$ cat src/hdl/afih_pkg.sv
// Shared types, codes and helpers for the file name id hash unit.
// Holds the reflected CRC-32 byte step, the ASCII case fold and the tail snapshot.
// No dependencies.
package afih_pkg;

	localparam logic [31:0] CRC_POLY = 32'hEDB8_8320;
	localparam logic [31:0] CRC_INIT = 32'hFFFF_FFFF;

	localparam logic HASH_MODE_ROT = 1'b0;
	localparam logic HASH_MODE_CRC = 1'b1;

	localparam logic [7:0] ASCII_LOWER_A = 8'h61;
	localparam logic [7:0] ASCII_LOWER_Z = 8'h7A;
	localparam logic [7:0] ASCII_CASE_OFFSET = 8'h20;

	// Open group state of a finished name, handed to the padding tail.
	typedef struct packed {
		logic        mode;
		logic [1:0]  group_pos;
		logic [7:0]  group_first;
		logic [31:0] crc;
		logic [31:0] rot_res;
	} afih_tail_t;

	function automatic logic [31:0] crc_byte(input logic [31:0] c_in, input logic [7:0] b);
		logic [31:0] c;
		c = c_in ^ {24'h0, b};
		for (int k = 0; k < 8; k++) begin
			if (c[0]) begin
				c = (c >> 1) ^ CRC_POLY;
			end else begin
				c = c >> 1;
			end
		end
		return c;
	endfunction

	function automatic logic [7:0] fold_upper(input logic [7:0] b);
		logic [7:0] r;
		r = b;
		if (b >= ASCII_LOWER_A && b <= ASCII_LOWER_Z) begin
			r = b - ASCII_CASE_OFFSET;
		end
		return r;
	endfunction

	function automatic logic [31:0] rotl1(input logic [31:0] v);
		return {v[30:0], v[31]};
	endfunction

endpackage

$ cat src/hdl/archive_filename_id_hash_unit.sv
// Top level of the file name id hash unit: input register, per-byte hash state
// and the hand-off of finished names to the padding tail.
// Depends on afih_pkg and afih_pad_tail.
//
//   channel   handshake             payload
//   cfg       cfg_valid/cfg_ready   cfg_data  (hash_mode, 0 rotate-add, 1 CRC-32)
//   in        in_valid/in_ready     ch, has_char, last
//   out       out_valid/out_ready   id
//
// One beat is taken every cycle while in_ready is high; each byte does one rotate-add
// and one CRC byte step in the state stage. After its last beat is taken into the input
// register, an id passes the count-byte stage, the final pad stage and the output register.
// Reset clears the hash state (CRC to all ones) and selects the rotate-add mode.
// in_ready drops only when every stage behind a pending last beat is full and
// out_ready is low; cfg_ready is always high.
module archive_filename_id_hash_unit import afih_pkg::*; (
	input  logic        clk,
	input  logic        arst_n,
	input  logic        cfg_valid,
	output logic        cfg_ready,
	input  logic        cfg_data,
	input  logic        in_valid,
	output logic        in_ready,
	input  logic [7:0]  ch,
	input  logic        has_char,
	input  logic        last,
	output logic        out_valid,
	input  logic        out_ready,
	output logic [31:0] id
);

	logic        hash_mode_q;
	logic        v1_q;
	logic [7:0]  ch_s1;
	logic        has_char_s1;
	logic        last_s1;

	logic [31:0] rot_sum_q;
	logic [31:0] word_acc_q;
	logic [1:0]  group_pos_q;
	logic [31:0] crc_q;
	logic [7:0]  group_first_q;

	logic        tail_valid;
	logic        tail_ready;
	afih_tail_t  tail;

	logic        s1_go;
	logic [7:0]  byte_c;
	logic [31:0] word_sel;
	logic [31:0] sum;
	logic        group_done;
	logic [1:0]  group_pos_new;
	logic [31:0] crc_new;
	logic [7:0]  first_new;
	logic [31:0] rot_res;

	assign cfg_ready = 1'b1;

	// A byte that is not last never waits on the tail.
	assign tail_valid = v1_q && last_s1;
	assign s1_go      = v1_q && (!last_s1 || tail_ready);
	assign in_ready   = !v1_q || s1_go;

	always_comb begin
		byte_c        = fold_upper(ch_s1);
		word_sel      = word_acc_q;
		crc_new       = crc_q;
		first_new     = group_first_q;
		group_pos_new = group_pos_q;
		if (has_char_s1) begin
			word_sel      = word_acc_q | ({24'h0, byte_c} << {group_pos_q, 3'b000});
			crc_new       = crc_byte(crc_q, byte_c);
			group_pos_new = group_pos_q + 2'd1;
			if (group_pos_q == 2'd0) begin
				first_new = byte_c;
			end
		end
		group_done = has_char_s1 && (group_pos_q == 2'd3);
		sum        = rotl1(rot_sum_q) + word_sel;
		// An open group counts as a zero-filled word.
		rot_res    = (group_done || group_pos_new != 2'd0) ? sum : rot_sum_q;

		tail.mode        = hash_mode_q;
		tail.group_pos   = group_pos_new;
		tail.group_first = first_new;
		tail.crc         = crc_new;
		tail.rot_res     = rot_res;
	end

	always_ff @(posedge clk or negedge arst_n) begin
		if (!arst_n) begin
			hash_mode_q   <= HASH_MODE_ROT;
			v1_q          <= 1'b0;
			rot_sum_q     <= '0;
			word_acc_q    <= '0;
			group_pos_q   <= '0;
			crc_q         <= CRC_INIT;
			group_first_q <= '0;
		end else begin
			if (cfg_valid && cfg_ready) begin
				hash_mode_q <= cfg_data;
			end
			if (in_ready) begin
				v1_q <= in_valid;
			end
			if (s1_go) begin
				if (last_s1) begin
					rot_sum_q     <= '0;
					word_acc_q    <= '0;
					group_pos_q   <= '0;
					crc_q         <= CRC_INIT;
					group_first_q <= '0;
				end else begin
					rot_sum_q     <= group_done ? sum : rot_sum_q;
					word_acc_q    <= group_done ? 32'h0 : word_sel;
					group_pos_q   <= group_pos_new;
					crc_q         <= crc_new;
					group_first_q <= first_new;
				end
			end
		end
	end

	always_ff @(posedge clk) begin
		if (in_ready && in_valid) begin
			ch_s1       <= ch;
			has_char_s1 <= has_char;
			last_s1     <= last;
		end
	end

	afih_pad_tail u_pad_tail (
		.clk        (clk),
		.arst_n     (arst_n),
		.tail_valid (tail_valid),
		.tail_ready (tail_ready),
		.tail       (tail),
		.out_valid  (out_valid),
		.out_ready  (out_ready),
		.id         (id)
	);

	// Name state starts over after its last beat leaves the input register.
	a_clear_after_last: assert property (@(posedge clk) disable iff (!arst_n)
		(s1_go && last_s1) |=> (group_pos_q == 2'd0 && crc_q == CRC_INIT
			&& rot_sum_q == 32'h0 && word_acc_q == 32'h0))
		else $error("hash state not cleared after last beat");

	// Each byte that is not last advances the group position by one.
	a_group_advance: assert property (@(posedge clk) disable iff (!arst_n)
		(s1_go && has_char_s1 && !last_s1) |=> (group_pos_q == $past(group_pos_q) + 2'd1))
		else $error("group position did not advance on a byte");

	// A stalled hand-off to the tail keeps its snapshot.
	a_tail_hold: assert property (@(posedge clk) disable iff (!arst_n)
		(tail_valid && !tail_ready) |=> (tail_valid && $stable(tail)))
		else $error("tail snapshot changed while stalled");

endmodule

$ cat src/hdl/afih_pad_tail.sv
// Padding tail: appends the remainder count and copies of the group's first byte
// to the CRC, selects the id by mode and holds it in the output register.
// Depends on afih_pkg.
module afih_pad_tail import afih_pkg::*; (
	input  logic        clk,
	input  logic        arst_n,
	input  logic        tail_valid,
	output logic        tail_ready,
	input  afih_tail_t  tail,
	output logic        out_valid,
	input  logic        out_ready,
	output logic [31:0] id
);

	logic        v2_q;
	afih_tail_t  tail_s2;
	logic        v3_q;
	logic [31:0] crc_s3;
	logic [1:0]  group_pos_s3;
	logic [7:0]  group_first_s3;
	logic        mode_s3;
	logic [31:0] rot_res_s3;
	logic        out_valid_q;
	logic [31:0] id_q;

	logic        o_free;
	logic        s3_free;
	logic        s2_free;
	logic [31:0] crc_pad2;
	logic [31:0] crc_pad3;
	logic [31:0] id_next;

	assign o_free     = !out_valid_q || out_ready;
	assign s3_free    = !v3_q || o_free;
	assign s2_free    = !v2_q || s3_free;
	assign tail_ready = s2_free;

	// Count byte, then, when one or two bytes are open, the first copy of the group's first byte.
	always_comb begin
		crc_pad2 = tail_s2.crc;
		if (tail_s2.group_pos != 2'd0) begin
			crc_pad2 = crc_byte(crc_pad2, {6'h00, tail_s2.group_pos});
		end
		if (tail_s2.group_pos == 2'd1 || tail_s2.group_pos == 2'd2) begin
			crc_pad2 = crc_byte(crc_pad2, tail_s2.group_first);
		end
	end

	// A single byte left open needs one more copy.
	always_comb begin
		crc_pad3 = crc_s3;
		if (group_pos_s3 == 2'd1) begin
			crc_pad3 = crc_byte(crc_s3, group_first_s3);
		end
		id_next = (mode_s3 == HASH_MODE_CRC) ? ~crc_pad3 : rot_res_s3;
	end

	always_ff @(posedge clk or negedge arst_n) begin
		if (!arst_n) begin
			v2_q        <= 1'b0;
			v3_q        <= 1'b0;
			out_valid_q <= 1'b0;
		end else begin
			if (s2_free) begin
				v2_q <= tail_valid;
			end
			if (s3_free) begin
				v3_q <= v2_q;
			end
			if (o_free) begin
				out_valid_q <= v3_q;
			end
		end
	end

	always_ff @(posedge clk) begin
		if (s2_free && tail_valid) begin
			tail_s2 <= tail;
		end
		if (s3_free && v2_q) begin
			crc_s3         <= crc_pad2;
			group_pos_s3   <= tail_s2.group_pos;
			group_first_s3 <= tail_s2.group_first;
			mode_s3        <= tail_s2.mode;
			rot_res_s3     <= tail_s2.rot_res;
		end
		if (o_free && v3_q) begin
			id_q <= id_next;
		end
	end

	assign out_valid = out_valid_q;
	assign id        = id_q;

endmodule

$ cat config.mk
export PLATFORM = sky130hd
export DESIGN_NAME = archive_filename_id_hash_unit
export DESIGN_NICKNAME = d
export VERILOG_FILES = /design/src/hdl/afih_pkg.sv /design/src/hdl/archive_filename_id_hash_unit.sv /design/src/hdl/afih_pad_tail.sv
export SDC_FILE = /design/constraint.sdc
export NUM_CORES = 1
export LEC_CHECK = 0
export ABC_AREA = 1
export BUFFER_PORTS_ARGS = -buffer_cell sky130_fd_sc_hd__buf_2
export CAP_MARGIN = 15
export CORE_ASPECT_RATIO = 1.4
export CORE_UTILIZATION = 60
export DETAILED_ROUTE_END_ITERATION = 10
export PLACE_DENSITY = 0.77
export SYNTH_ARGS = -nofsm -noshare
export SYNTH_HDL_FRONTEND = slang
export SYNTH_SLANG_ARGS = --single-unit
$ cat constraint.sdc
create_clock -name clk -period 7.27 [get_ports clk]
set_input_delay 2.181 -clock clk [delete_from_list [all_inputs] [get_ports clk]]
set_output_delay 2.181 -clock clk [all_outputs]
set_load 0.1 [all_outputs]
## Yosys cells after proc, flatten, opt, wreduce, memory -nomap -nowiden

Cells that the tools add are included.

- Flip-flop bits (word level): 303
- Output and inout port bits: 35
- Word-level logic and storage cells: 175

- $add $sub $neg: 3
- Order comparisons: 2
- Equal/unequal tests: 4
- Shift operators: 1
- Multiplexer cells: 78
- Bitwise operators: 38
- Reduce and logical (&&, ||, !) cells: 25

Operator list:

| kind | count |
|---|---|
| $mux W32 | 72 |
| $not A13 Y14 | 32 |
| $xor A32 B8 Y32 | 3 |
| $add A32 B32 Y32 | 1 |
| $mux W8 | 4 |
| $not A32 Y32 | 1 |
| $or A32 B32 Y32 | 1 |
| $shl A8 B5 Y32 | 1 |
| $xor A32 B2 Y32 | 1 |
| $ge A8 B7 Y1 const B | 1 |
| $le A8 B7 Y1 const B | 1 |
| $logic_and A1 B1 Y1 | 8 |
| $sub A8 B6 Y8 const B | 1 |
| $logic_or A1 B1 Y1 | 7 |
| $reduce_bool A2 Y1 | 3 |
| $logic_not A1 Y1 | 5 |
| $eq A2 B1 Y1 const B | 2 |
| $eq A2 B2 Y1 const B | 2 |
| $mux W2 | 2 |
| $add A2 B1 Y2 const B | 1 |
| $logic_not A2 Y1 | 1 |
| $reduce_and A2 Y1 | 1 |

## Depth between registers and ports, before layout

Gate-level depths: netlist of the first run.

- Depth after elaboration: 50
- Depth in mapped cells: 24

## Hierarchy

Synthesis of the first run repeated with hierarchy kept, for this count alone.

- Cell total of the unflattened synthesis: 2341
- Area total of the unflattened synthesis: 19028.2 µm²

By module, submodules not included:

| module | times used | cells each | area each (µm²) | sequential area each (µm²) |
|---|---|---|---|---|
| afih_pad_tail | 1 | 1041 | 10083.4 | 5540.3 |
| archive_filename_id_hash_unit | 1 | 1300 | 8944.8 | 3042.9 |

## Worst setup path after synthesis of the first run

OpenSTA, ideal clock, no wires.

- Path kind: input port to output port
- From: input port out_ready
- To: output port in_ready
- Data arrival time: 3157 ps
- Required time: 5089 ps
- Path slack: 1932 ps
- Stages: 8
- Buffers on the path: 0
- Path through: nor2_1 inv_1 nor2_1 inv_1 nor2_1 inv_1 nor2_1 inv_1

- Cells in the longest elaborated chain, start to end: 6

RTL lines:

| element | RTL line | source |
|---|---|---|
| start, declared | archive_filename_id_hash_unit.sv:28 | `input logic out_ready,` |
| $logic_or A1 B1 Y1 | afih_pad_tail.sv:33 | `assign o_free = !out_valid_q \|\| out_ready;` |
| $logic_or A1 B1 Y1 | afih_pad_tail.sv:34 | `assign s3_free = !v3_q \|\| o_free;` |
| $logic_or A1 B1 Y1 | afih_pad_tail.sv:35 | `assign s2_free = !v2_q \|\| s3_free;` |
| $logic_or A1 B1 Y1 | archive_filename_id_hash_unit.sv:62 | `assign s1_go = v1_q && (!last_s1 \|\| tail_ready);` |
| $logic_and A1 B1 Y1 | archive_filename_id_hash_unit.sv:62 |  |
| $logic_or A1 B1 Y1 | archive_filename_id_hash_unit.sv:63 | `assign in_ready = !v1_q \|\| s1_go;` |
| end, declared | archive_filename_id_hash_unit.sv:23 | `output logic in_ready,` |

No other way between the ends.

## Worst setup path after layout of the first run

Ends and elaborated chain as after synthesis.

==> run summary, run 1 <==
CP Max Fanout - 3
DR iter-0 viols - 1241
Setup crit start kind - input port
remaining antenna violation count - 0
cell area after synthesis - 0.0192 mm^2
io pins - 51
TritonCTS buffer count - 27
final wirelength - 51400 um
register area share after synthesis - 44.8%
Synth Instances - 2400
Placed Cells - 2783
area of the multi-input gates - 0.00923 mm^2
Critical Path RT - 5.09 ns
first-pass GRT wire length - 81000 um
Worst R2R End - u_pad_tail.tail_s2[10]$_DFFE_PP_
Worst setup endpoint - in_ready
most frequent cells in the layout - 755 x nand2_1, 247 x inv_1, 192 x edfxtp_1, 184 x nand3_1, 135 x xor2_1
yosys warns - 0
Leakage - 9.77 nW
min Tclk post-route - 5.67 ns
# H-tree levels - 1
fin util - 65.4%
Sequential Area - 0.00858 mm^2
Final Cycle Share - 77.9%
synth unique cells - 66
Setup Buffers After CTS - 0
drt via density - 5.66
fill count - 2583
crit-path cells - buf_2, nor2_1, inv_1, nor2_1, inv_1, nor2_1, inv_1, nor2_1, inv_1, buf_2
DRT Pass-1 Iters - 5
hold path startpoint - u_pad_tail.tail_s2[15]$_DFFE_PP_
Post-Layout Cell Count - 2833
core box area - 0.0315 mm^2
CTS clk-pin slew, worst paths - 0.07 ns
Setup CP Type - in2out
Final Hold Violating Endpoints - 0
crit end category - output pin
Slowest cell on crit path - buf_2
WP data arrival - 3.49 ns
initial antenna violation count - 0
# rows - 77
TritonCTS clock tree - yes
vias in the first global route - 15.3k
fmax - 0.176 GHz
Crit path largest cell delay - 0.29 ns
Final Net Count - 2470
origin of the worst setup path - out_ready
Min Hold Slack - 0.415 ns
largest net degree at the start of global routing - 76
DIE HEIGHT - 214 um
clk sink count - 303
ys flop type - edfxtp_1
# setup viols final - 0
setup TNS - 0 ns
cts hold-fix bufs - 0
DR WL/cell - 18.2 um
Rel. slew slack - 37.4%
Tot GR Track Use - 32.0%
vias after detailed routing - 16.0k
reg2reg path depth - 15
Post-CTS Resized - 0
RSZ-0062 raised after global routing - false
Net Count, Synth - 2453
worst vdd ir - 0.215 mV
reg-to-reg setup timing slack - 2.79 ns
root buffer cell - clkbuf_16
Initial Util - 60.9%
design area - 0.0206 mm^2
Die ar. - 0.0327 mm^2
GRT overflow - 0
# DRC - 0
max_cap viols - 0
Cell Pwr Density - 295 mW/mm^2
final slew viol count - 0
clk_lat worst skew - 0.58 ns
Syn Area/Cell - 7.99 um^2
antenna cell count - 0
Post-DP Area - 0.0197 mm^2
fraction of layout cells with a size suffix above 1 - 10.7%
Clock Skew - 0.00989 ns
most common cell after layout, fill and taps aside - nand2_1
Detailed Place HPWL - 39000 um
ys async rst share - 36.6%
CTS max path bufs - 3
source of the worst register-to-register timing path - has_char_s1$_DFFE_PP_
worst slew pin tran - 0.940 ns
gpl congestion - 0.968
status - finished, final reports clean
Hold Path Class - reg2reg
number of synthesized register bits - 303
DIE WIDTH - 153 um
synth-to-layout area growth - 7.48%
number of flops mapped to enable cells by yosys - 192
I/O Buffers - 49
-- synth_stat cells, types with 5 or more instances --
master    instances  area share (%)
nor2_1          106             2.1
o21ai_1          16            0.42
a21o_1            8            0.31
edfxtp_1        192              30
nand2_4           6            0.35
o21ai_0         133             3.5
nand3_1         184             4.8
o22ai_1          27            0.88
xor2_2            5            0.42
buf_6             5            0.29
clkbuf_1         44            0.86
nor3_1           25            0.65
dfrtp_1          79              10
nand3b_1         13            0.51
nand2_2          45             1.5
nand3_2           6            0.31
or2_1             5            0.16
o21bai_1          7            0.27
a22o_1            5            0.23
or2_2            23            0.75
dfstp_2          32             4.4
buf_1             6            0.12
buf_4             6            0.23
ha_1             36             2.3
a21oi_1         105             2.7
o211ai_1          8            0.31
xor2_1          135             6.2
inv_2            14            0.27
nand2_1         755              15
inv_1           249             4.9
xnor2_1          44             2.0
nand4_1           7            0.23
buf_2            13            0.34
-- kinds of logic after synthesis --
group	share of synthesized area, %
AND/OR/NAND/NOR	26.7
buffers and inverters	7.22
AO/OA/AOI/OAI	9.79
flip-flops	44.8
XOR/XNOR	8.97
adder cells (fa/ha/maj)	2.45
other	0.0196
multiplexers	0.0587
-- routing by layer --
metal  global-route usage, %  vias up  part of all wire (%)
met1                    39.7     7458                    41
li1                        -     7849                     -
met4                    17.8        0                   5.5
met3                    2.99      148                   5.4
met2                    55.2      591                    48
met5                       0        -                     0
-- worst min-delay path by stage --
stage                     slack (ns)  cells past startpoint                                   to
after global placement          0.40                      0  u_pad_tail.rot_res_s3[31]$_DFFE_PP_
final                           0.41                      0  u_pad_tail.rot_res_s3[15]$_DFFE_PP_
after floorplan                 0.40                      0         u_pad_tail.mode_s3$_DFFE_PP_
after detailed placement        0.40                      0  u_pad_tail.rot_res_s3[15]$_DFFE_PP_
after global routing            0.42                      0  u_pad_tail.rot_res_s3[15]$_DFFE_PP_
after CTS                       0.42                      0  u_pad_tail.rot_res_s3[15]$_DFFE_PP_
-- sequential cells by signal (all words and copies together), names as in the netlist --
register                   count
ch_s1                          8
crc_q                         32
group_first_q                  8
group_pos_q                    2
has_char_s1                    1
hash_mode_q                    1
last_s1                        1
rot_sum_q                     32
u_pad_tail.crc_s3             32
u_pad_tail.group_first_s3      8
u_pad_tail.group_pos_s3        2
u_pad_tail.id                 32
u_pad_tail.mode_s3             1
u_pad_tail.out_valid           1
u_pad_tail.rot_res_s3         32
u_pad_tail.tail_s2            75
u_pad_tail.v2_q                1
u_pad_tail.v3_q                1
v1_q                           1
word_acc_q                    32
-- critical path, delay by kind of cell --
family	cells	cell delay [ns]
buffers and inverters	6	0.72
and+or+nand+nor	4	0.59
-- power by group --
part | switching [mW] | internal (mW)
sequential | 0.152 | 2.13
combinational | 1.58 | 0.703
clock | 0.676 | 0.846
-- layout make-up --
| class | count | area share [%] |
|---|---|---|
| inverter | 269 | 4.92 |
| timing repair buffer | 63 | 1.71 |
| clock buffer | 31 | 3.40 |
| clock inverter | 19 | 1.12 |
| sequential | 303 | 41.6 |
| tap | 395 | 2.40 |
| multi-input combinational | 1753 | 44.8 |
-- stage by stage --
stage | setup slack (ns) | power (mW)
after floorplan | 1.93 | 4.00
after global placement | 1.66 | 4.49
after detailed placement | 1.60 | 4.55
after CTS | 1.59 | 6.07
after global routing | 1.40 | 6.42
final | 1.60 | 6.08
Power figures use the tool's default switching activity.
==> run 2, diff against run 1 <==
CORE_UTILIZATION = 58   (was 60)
PLACE_DENSITY = 0.78   (was 0.77)
clock period = 4.7 ns   (was 7.27 ns; I/O delays follow)
==> run 2 against run 1 <==
Utilization down 1.2 points. Worst setup slack worse by 1.1 ns. Die area up 3.4%. First-iteration DRC count up 12%. Sequential cell count unchanged. Clock power up 70%. Hold slack worse by 0.0028 ns. Sequential share of layout area down 0.52 points. Cell area up 1.3%. Register-to-register slack worse by 1.9 ns. Critical path depth unchanged. Combinational power up 56%.
==> run summary, run 2 (synthesized netlist as in run 1, its figures left out) <==
root buffer cell - clkbuf_16
initial antenna violation count - 0
fin util - 64.2%
fmax - 0.239 GHz
vias after detailed routing - 16.1k
Final Hold Violating Endpoints - 0
vias in the first global route - 15.2k
RSZ-0062 raised after global routing - false
first-pass GRT wire length - 83100 um
most frequent cells in the layout - 755 x nand2_1, 247 x inv_1, 192 x edfxtp_1, 184 x nand3_1, 135 x xor2_1
Reg with most FFs - u_pad_tail.tail_s2
DR iter-0 viols - 1387
Clock Skew - 0.0105 ns
Cell Pwr Density - 464 mW/mm^2
worst vdd ir - 0.404 mV
io pins - 51
Tot GR Track Use - 32.1%
Die ar. - 0.0338 mm^2
sw frac - 39.3%
Setup crit start kind - input port
WP data arrival - 2.77 ns
most common cell after layout, fill and taps aside - nand2_1
Psw - 3.81 mW
# rows - 78
gpl congestion - 0.948
fraction of layout cells with a size suffix above 1 - 11.1%
DIE WIDTH - 156 um
combinational share of power - 36.8%
I/O Buffers - 49
drt via density - 5.56
core box area - 0.0325 mm^2
max reg flops - 75
# DRC - 0
DRT Pass-1 Iters - 8
Power Total - 9.68 mW
CP Max Fanout - 3
Setup CP Type - in2out
Leakage - 9.86 nW
Final Net Count - 2478
cts hold-fix bufs - 0
final wirelength - 53100 um
Detailed Place HPWL - 39700 um
TritonCTS buffer count - 30
Initial Util - 59.0%
Internal Power - 5.87 mW
CTS clk-pin slew, worst paths - 0.07 ns
synth-to-layout area growth - 8.83%
design area - 0.0209 mm^2
part of the power in registers - 36.4%
fill count - 2787
Critical Path RT - 3.29 ns
min Tclk post-route - 4.18 ns
largest net degree at the start of global routing - 68
DIE HEIGHT - 217 um
clk sink count - 303
setup TNS - 0 ns
Setup Buffers After CTS - 0
Rel. slew slack - 32.6%
crit end category - output pin
status - finished, final reports clean
remaining antenna violation count - 0
Post-DP Area - 0.0198 mm^2
reg2reg path depth - 20
Hold Path Class - reg2reg
TritonCTS clock tree - yes
Post-CTS Resized - 0
# setup viols final - 0
reg-to-reg setup timing slack - 0.92 ns
CTS max path bufs - 3
DR WL/cell - 18.4 um
max_cap viols - 0
Final Cycle Share - 89.0%
final slew viol count - 0
clock power share - 26.7%
hold depth - 0
# H-tree levels - 1
worst slew pin tran - 1.01 ns
clk_lat worst skew - 0.59 ns
GRT overflow - 0
run 2: changes by cell type in the layout (fill, tap and decap cells not counted), sizes merged:
cell / previous run / this run
clkbuf: 31 / 38
clkinvlp: 1 / 3
clkinv: 15 / 11
buf: 63 / 68
inv: 268 / 269
diode: 0 / 1
run 2: critical path, cell delays in order:
cell and delay, ns:
buf_2 0.09, nor2_1 0.17, inv_1 0.08, nor2_1 0.09, inv_1 0.07, nor2_1 0.21, inv_1 0.12, nor2_1 0.16
inv_1 0.07, buf_2 0.29
run 2: path summary, 6_finish.rpt:
path,startpoint,to
max reg2reg,ch_s1[4]$_DFFE_PP_,u_pad_tail.tail_s2[26]$_DFFE_PP_
min in group asynchronous,arst_n,group_first_q[5]$_DFFE_PN0P_
max in group asynchronous,arst_n,rot_sum_q[10]$_DFFE_PN0P_
max,out_ready,in_ready
min reg2reg,u_pad_tail.tail_s2[20]$_DFFE_PP_,u_pad_tail.rot_res_s3[20]$_DFFE_PP_
min,u_pad_tail.tail_s2[20]$_DFFE_PP_,u_pad_tail.rot_res_s3[20]$_DFFE_PP_
run 2: power by group through the flow:
stage                     clock network [mW]  registers (mW)  logic (mW)
after global placement                     0            3.57        3.44
after CTS                               2.62            3.52        3.53
after floorplan                            0            3.70        2.49
after detailed placement                   0            3.57        3.50
after global routing                    2.71            3.55        3.93
final                                   2.59            3.53        3.56
run 2: final cells by class:
class                      instances  area, um^2  share of cell area, %
multi-input combinational       1753        9230                   44.2
timing repair buffer              68         415                   1.99
clock inverter                    18         238                   1.14
inverter                         269        1010                   4.86
tap                              440         551                   2.64
sequential                       303        8580                   41.1
clock buffer                      38         832                   3.99
antenna                            1        2.50                 0.0120
run 2: per-layer routing:
| metal | global-route usage, % | up-vias | share of wire [%] | wire length (um) |
|---|---|---|---|---|
| met2 | 54.0 | 590 | 48 | 25600 |
| met1 | 41.0 | 7496 | 41 | 21700 |
| li1 | - | 7871 | - | - |
| met5 | 0 | - | 0 | 0 |
| met3 | 3.35 | 125 | 5.9 | 3110 |
| met4 | 16.3 | 0 | 4.9 | 2610 |
run 2: stage by stage:
stage	worst slack [ns]	cells	hold slack (ns)
after floorplan	0.904	2400	0.400
after global placement	0.580	2833	0.401
after detailed placement	0.586	2833	0.405
after CTS	0.503	2889	0.414
after global routing	0.342	2889	0.424
final	0.516	2890	0.412
